### config.mk
export PLATFORM = sky130hd
export DESIGN_NAME = cabn_ctrl
export DESIGN_NICKNAME = d
export VERILOG_FILES = /design/src/design/cabn_pkg.sv /design/src/design/cabn_ctrl.sv
export SDC_FILE = /design/constraint.sdc
export NUM_CORES = 1
export LEC_CHECK = 0
export BUFFER_PORTS_ARGS = -buffer_cell sky130_fd_sc_hd__buf_2
export CAP_MARGIN = 15
export CORE_ASPECT_RATIO = 0.5
export CORE_MARGIN = 2
export CORE_UTILIZATION = 33
export CTS_BUF_LIST = sky130_fd_sc_hd__clkbuf_8
export DETAILED_ROUTE_END_ITERATION = 8
export GPL_ROUTABILITY_DRIVEN = 0
export PLACE_DENSITY = 0.64
export SLEW_MARGIN = 20
export SYNTH_ARGS = -nofsm -noshare
export SYNTH_HDL_FRONTEND = slang
export SYNTH_SLANG_ARGS = --single-unit
### constraint.sdc
create_clock -name aclk -period 3 [get_ports aclk]
set_clock_uncertainty 0.1 [all_clocks]
set_input_delay 0.15 -clock aclk [delete_from_list [all_inputs] [get_ports aclk]]
set_output_delay 0.15 -clock aclk [all_outputs]
set_load 0.01 [all_outputs]
### src/design/cabn_pkg.sv
// Shared types and constants for the class-aware box suppression block.
`timescale 1ns / 1ps
package cabn_pkg;

    localparam int S_TDATA_W  = 88;
    localparam int M_TDATA_W  = 96;
    localparam int M_TUSER_W  = 1;
    localparam int CFG_IDX_W  = 3;
    localparam int CFG_DATA_W = 20;

    localparam logic [CFG_IDX_W-1:0] REG_IOU_THR   = 3'd0;
    localparam logic [CFG_IDX_W-1:0] REG_SCORE_THR = 3'd1;
    localparam logic [CFG_IDX_W-1:0] REG_MODEL_W   = 3'd2;
    localparam logic [CFG_IDX_W-1:0] REG_MODEL_H   = 3'd3;
    localparam logic [CFG_IDX_W-1:0] REG_PAD_LEFT  = 3'd4;
    localparam logic [CFG_IDX_W-1:0] REG_PAD_TOP   = 3'd5;
    localparam logic [CFG_IDX_W-1:0] REG_INV_W     = 3'd6;
    localparam logic [CFG_IDX_W-1:0] REG_INV_H     = 3'd7;

    typedef enum logic [4:0] {
        ST_LOAD,
        ST_R_RDI, ST_R_LDI, ST_R_RDJ, ST_R_CMP, ST_R_WR,
        ST_N_RDI, ST_N_RDIB, ST_N_LDA, ST_N_RDJ, ST_N_RDJB, ST_N_CMP, ST_N_WAIT, ST_N_DEC,
        ST_E_RD, ST_E_RDB, ST_E_CHK, ST_E_WAIT, ST_E_RES, ST_E_PUSH, ST_E_FIN
    } state_t;

    typedef struct packed {
        logic store_we;
        logic a_load;
        logic order_we;
        logic sup_set;
        logic box_sel_order;
        logic res_load;
        logic pend_load;
        logic out_load;
        logic out_last;
        logic out_empty;
    } cmd_t;

    typedef struct packed {
        logic class_ok;
        logic score_gt;
        logic score_eq;
        logic class_eq;
        logic sup_bit;
        logic overlap;
        logic keep_ok;
        logic out_free;
    } stat_t;

endpackage

### src/design/cabn_ctrl.sv
// Sequencer for load, rank, suppression and emit phases.
`timescale 1ns / 1ps
module cabn_ctrl #(
    parameter int MAX_CANDIDATES = 256,
    parameter int MAX_KEPT = 64,
    localparam int IW = $clog2(MAX_CANDIDATES)
) (
    input  logic              aclk,
    input  logic              aresetn,
    input  logic              s_tvalid,
    input  logic              s_tlast,
    output logic              s_tready,
    input  cabn_pkg::stat_t   stat,
    output cabn_pkg::cmd_t    cmd,
    output logic [IW-1:0]     pos,
    output logic [IW-1:0]     box_idx,
    output logic [IW-1:0]     ord_addr,
    output logic [IW-1:0]     ord_val
);
    import cabn_pkg::*;

    localparam int CW = $clog2(MAX_CANDIDATES + 1);
    localparam int KW = $clog2(MAX_KEPT + 1);

    state_t          state_reg, state_next;
    logic [CW-1:0]   cnt_reg, cnt_next;
    logic [CW-1:0]   i_reg, i_next;
    logic [CW-1:0]   j_reg, j_next;
    logic [CW-1:0]   rank_reg, rank_next;
    logic [KW-1:0]   kept_reg, kept_next;
    logic            pend_reg, pend_next;
    logic [1:0]      wait_reg, wait_next;
    logic [CW-1:0]   i_inc, j_inc;

    assign i_inc = i_reg + CW'(1);
    assign j_inc = j_reg + CW'(1);

    always_ff @(posedge aclk) begin
        if (!aresetn) begin
            state_reg <= ST_LOAD;
            cnt_reg   <= '0;
            i_reg     <= '0;
            j_reg     <= '0;
            rank_reg  <= '0;
            kept_reg  <= '0;
            pend_reg  <= 1'b0;
            wait_reg  <= '0;
        end else begin
            state_reg <= state_next;
            cnt_reg   <= cnt_next;
            i_reg     <= i_next;
            j_reg     <= j_next;
            rank_reg  <= rank_next;
            kept_reg  <= kept_next;
            pend_reg  <= pend_next;
            wait_reg  <= wait_next;
        end
    end

    always_comb begin
        state_next = state_reg;
        cnt_next   = cnt_reg;
        i_next     = i_reg;
        j_next     = j_reg;
        rank_next  = rank_reg;
        kept_next  = kept_reg;
        pend_next  = pend_reg;
        wait_next  = wait_reg;
        cmd        = '0;
        s_tready   = 1'b0;
        pos        = i_reg[IW-1:0];
        box_idx    = i_reg[IW-1:0];
        ord_addr   = rank_reg[IW-1:0];
        ord_val    = i_reg[IW-1:0];

        unique case (state_reg)
            ST_LOAD: begin
                s_tready = 1'b1;
                pos = cnt_reg[IW-1:0];
                if (s_tvalid) begin
                    if (cnt_reg != CW'(MAX_CANDIDATES) && stat.class_ok) begin
                        cmd.store_we = 1'b1;
                        cnt_next = cnt_reg + CW'(1);
                    end
                    if (s_tlast) begin
                        i_next = '0;
                        kept_next = '0;
                        pend_next = 1'b0;
                        state_next = (cnt_next == '0) ? ST_E_FIN : ST_R_RDI;
                    end
                end
            end
            ST_R_RDI: state_next = ST_R_LDI;
            ST_R_LDI: begin
                cmd.a_load = 1'b1;
                j_next = '0;
                rank_next = '0;
                state_next = ST_R_RDJ;
            end
            ST_R_RDJ: begin
                box_idx = j_reg[IW-1:0];
                state_next = ST_R_CMP;
            end
            ST_R_CMP: begin
                box_idx = j_reg[IW-1:0];
                if (stat.score_gt || (stat.score_eq && j_reg < i_reg))
                    rank_next = rank_reg + CW'(1);
                j_next = j_inc;
                state_next = (j_inc == cnt_reg) ? ST_R_WR : ST_R_RDJ;
            end
            ST_R_WR: begin
                cmd.order_we = 1'b1;
                if (i_inc == cnt_reg) begin
                    i_next = '0;
                    state_next = ST_N_RDI;
                end else begin
                    i_next = i_inc;
                    state_next = ST_R_RDI;
                end
            end
            ST_N_RDI: state_next = ST_N_RDIB;
            ST_N_RDIB: begin
                cmd.box_sel_order = 1'b1;
                if (!stat.sup_bit) begin
                    state_next = ST_N_LDA;
                end else if (i_inc == cnt_reg) begin
                    i_next = '0;
                    state_next = ST_E_RD;
                end else begin
                    i_next = i_inc;
                    state_next = ST_N_RDI;
                end
            end
            ST_N_LDA: begin
                cmd.box_sel_order = 1'b1;
                cmd.a_load = 1'b1;
                j_next = i_inc;
                if (i_inc == cnt_reg) begin
                    i_next = '0;
                    state_next = ST_E_RD;
                end else begin
                    state_next = ST_N_RDJ;
                end
            end
            ST_N_RDJ, ST_N_RDJB, ST_N_CMP, ST_N_WAIT, ST_N_DEC: begin
                pos = j_reg[IW-1:0];
                cmd.box_sel_order = 1'b1;
                if (state_reg == ST_N_RDJ) begin
                    state_next = ST_N_RDJB;
                end else if (state_reg == ST_N_WAIT) begin
                    wait_next = wait_reg + 2'd1;
                    if (wait_reg == 2'd2)
                        state_next = ST_N_DEC;
                end else if (state_reg == ST_N_CMP && stat.class_eq) begin
                    wait_next = '0;
                    state_next = ST_N_WAIT;
                end else if (state_reg == ST_N_RDJB && !stat.sup_bit) begin
                    state_next = ST_N_CMP;
                end else begin
                    // next pair: reached on skip or after the decision
                    cmd.sup_set = (state_reg == ST_N_DEC) && stat.overlap;
                    j_next = j_inc;
                    if (j_inc != cnt_reg) begin
                        state_next = ST_N_RDJ;
                    end else if (i_inc == cnt_reg) begin
                        i_next = '0;
                        state_next = ST_E_RD;
                    end else begin
                        i_next = i_inc;
                        state_next = ST_N_RDI;
                    end
                end
            end
            ST_E_RD: state_next = ST_E_RDB;
            ST_E_RDB, ST_E_CHK, ST_E_WAIT, ST_E_RES, ST_E_PUSH: begin
                cmd.box_sel_order = 1'b1;
                if (state_reg == ST_E_RDB) begin
                    state_next = ST_E_CHK;
                end else if (state_reg == ST_E_WAIT) begin
                    state_next = ST_E_RES;
                end else if (state_reg == ST_E_RES) begin
                    cmd.res_load = 1'b1;
                    state_next = ST_E_PUSH;
                end else if (state_reg == ST_E_CHK && stat.keep_ok) begin
                    state_next = ST_E_WAIT;
                end else if (state_reg == ST_E_PUSH && pend_reg && !stat.out_free) begin
                    state_next = ST_E_PUSH;
                end else begin
                    if (state_reg == ST_E_PUSH) begin
                        cmd.pend_load = 1'b1;
                        cmd.out_load = pend_reg;
                        pend_next = 1'b1;
                        kept_next = kept_reg + KW'(1);
                    end
                    i_next = i_inc;
                    state_next = (i_inc == cnt_reg || kept_next == KW'(MAX_KEPT)) ?
                                 ST_E_FIN : ST_E_RD;
                end
            end
            ST_E_FIN: begin
                if (stat.out_free) begin
                    cmd.out_load = 1'b1;
                    cmd.out_last = 1'b1;
                    cmd.out_empty = !pend_reg;
                    cnt_next = '0;
                    state_next = ST_LOAD;
                end
            end
            default: state_next = ST_LOAD;
        endcase
    end

endmodule

==> impl_metrics.tcl <==
set metrics [dict create \
    clk_latency_ns 0.33 \
    ys_warn_count 0 \
    ys_seq_area_share_pct 22.64 \
    use_met3_pct 3.046 \
    fmax_mhz 347.7 \
    hold_class "in2reg" \
    setup_violations 0 \
    synth-edff-count 0 \
    die_w_um 167.7 \
    async_reset_ff_share_pct 0 \
    slew_violations 0 \
    netlist_instances 619 \
    htree_levels 2 \
    synth_cell_types 70 \
    path_clk_slew_ns 0.10 \
    drcViolationCount 0 \
    power_density_nw_per_um2 592.1 \
    start_util_pct 34.33 \
    cp.required_ns 3.16 \
    finalHoldViolCount 0 \
    tightest_slew_ns 0.6622 \
    cts_tree "done" \
    synth_flop_cell "dfxtp_1" \
    finalSetupTns_ns 0 \
    ys_ff_latch 50 \
    timing.final.ws_setup_ns 0.1242 \
    die_y_um 85.85 \
    dieArea_sq_um 14400 \
    place_area_sq_um 5156 \
    critPathKind "reg2reg" \
    rows 29 \
    wire_per_inst_um 16.40 \
    cts_buffer_depth 2 \
    grt_max_degree 24 \
    fin_crit_sh_pct 95.86 \
    slowest_stage "or4_1" \
    grt_pass1_wl_mm 22.51 \
    synthesis.nets 646 \
    via_per_inst 5.563 \
    status "finished clean" \
    drt_first_pass_iters 6 \
    io_buffers 54 \
    cp-start-kind "flip-flop" \
    holdWs_ns 0.03090 \
    max_stage_delay_ns 0.52 \
    dp_hpwl_mm 10.81 \
    cp-end-kind "flip-flop" \
    busiest_layer "met2" \
    cts-root-buf "clkbuf_8" \
    use_met2_pct 31.99 \
    synthesis.area_sq_um 4422 \
    antenna_found_initial 0 \
    vias 4823 \
    period_needed_ns 2.876 \
    routed_wirelength_mm 14.22 \
    grt-ovfl-total 0 \
    leakage_uw 0.002133 \
    dp_cells 858 \
    first_iter_violations 378 \
    slew_headroom_pct 55.79 \
    final_nets 724 \
    grt_pass1_vias 4451 \
    fin_area_sq_um 5306 \
    avgSynthCellArea_sq_um 7.143 \
    n_antenna_cell 0 \
    core_sq_um 12880 \
    dp_slack_ns 0.06306 \
    crit_top_cell "nand2_1" \
    cp_max_fo 5 \
    maxCapViolCount 0 \
    numCtsBuffers 5 \
    areaGrowthSynthToFinish_pct 20.01 \
    grt_usage_pct 19.57 \
    path_buf_inv 0 \
    cp_cell_sequence "nand2_1 -> or4_1 -> xor2_2 -> a211oi_4 -> nand3_4 -> a21oi_2 -> nand2_1 -> or4b_1 -> a31oi_1" \
    drive_gt1_share_pct 22.81 \
    arrival_ns 3.03 \
    numClockSinks 50 \
    grtUsageMet1_pct 26.48 \
    peakVddDrop_uv 219.0 \
    ant_nets 0 \
    ios 55 \
    fin_cells 867 \
    cp_top_family "simple AND/OR/NAND/NOR gates" \
]
-- report_power, final --
group | switching, uW | internal [uW]
clock network | 254 | 158
logic | 1210 | 735
registers | 79.4 | 707
-- cell type report --
type	instances	area, sq um
multi-input cells	493	3146
well taps	170	212.7
clock buffers	5	68.82
repair buffers	120	765.7
clock inverters	2	10.01
flip-flops and latches	50	1002
fillers	1340	7575
inverters	27	101.3
-- Yosys cell counts (6+ instances only) --
| cell | n | area share (%) |
|---|---|---|
| nand3_1 | 31 | 3.5 |
| a22oi_1 | 15 | 2.5 |
| nand2b_1 | 10 | 1.4 |
| buf_4 | 10 | 1.7 |
| clkbuf_1 | 32 | 2.7 |
| nor2_1 | 67 | 5.7 |
| xnor2_1 | 26 | 5.2 |
| nand2_1 | 62 | 5.3 |
| o32ai_1 | 10 | 2.0 |
| a21oi_1 | 43 | 4.9 |
| a31oi_1 | 10 | 1.4 |
| nor3_1 | 18 | 2.0 |
| buf_2 | 6 | 0.68 |
| and3_1 | 12 | 1.7 |
| nor3b_1 | 7 | 1.2 |
| dfxtp_1 | 50 | 23 |
| o21ai_0 | 41 | 4.6 |
| mux2_2 | 8 | 2.0 |
| o22ai_1 | 6 | 0.85 |
| xor2_1 | 12 | 2.4 |
| inv_1 | 23 | 2.0 |
| ha_1 | 15 | 4.2 |
-- worst paths after layout --
path / from / to / slack [ns] / depth (start not counted)
min reg2reg: wait_reg[1] / wait_reg[1] / 0.40 / 2
max reg2reg: i_reg[3] / i_reg[2] / 0.12 / 9
min: s_tvalid / cnt_reg[7] / 0.03 / 3
max: i_reg[3] / i_reg[2] / 0.12 / 9
-- cell usage in the layout (no fill, tap or decap), drive strengths merged, types with 6 or more instances in the layout --
master / netlist / final
buf: 17 / 120
nor2: 67 / 67
nand2: 62 / 62
dfxtp: 50 / 50
a21oi: 44 / 44
o21ai: 43 / 43
nand3: 32 / 32
xnor2: 26 / 26
inv: 25 / 25
nor3: 18 / 18
a22oi: 15 / 15
ha: 15 / 15
xor2: 13 / 13
and3: 12 / 12
nand2b: 10 / 10
a31oi: 10 / 10
o32ai: 10 / 10
mux2: 8 / 8
nor3b: 7 / 7
o22ai: 6 / 6
-- timing repair --
action	CTS	global route
buffers inserted	0	2
setup endpoints to repair	0	11
resized for setup	0	11
hold buffers	0	0
-- tightest hold or removal path, cell delays in order --
cell	delay, ns
buf_2	0.13
nand3_1	0.06
a31oi_1	0.07
-- logic make-up after synthesis --
kind of cell / Yosys count / share of synthesized area (%)
buffers and inverters: 76 / 7.470
AO/OA/AOI/OAI: 180 / 27.11
adder cells (fa/ha/maj): 15 / 4.244
XOR/XNOR: 40 / 8.404
AND/OR/NAND/NOR: 248 / 27.65
multiplexers: 10 / 2.490
flip-flops: 50 / 22.64
-- layer usage --
metal / up-vias / part of all wire, % / routed length (um)
met5: - / 0 / 0
met4: 0 / 2.2 / 317
met3: 28 / 5.3 / 753
met2: 155 / 44 / 6244
met1: 2256 / 49 / 6907
li1: 2384 / - / -
-- metrics by stage --
stage                     utilization [%]  power (uW)
after detailed placement            40.03        2666
after global placement              40.03        2644
after global routing                41.19        3352
after floorplan                         -        1935
after CTS                           40.64        3077
final                               41.19        3142
Power figures use the tool's default switching activity.
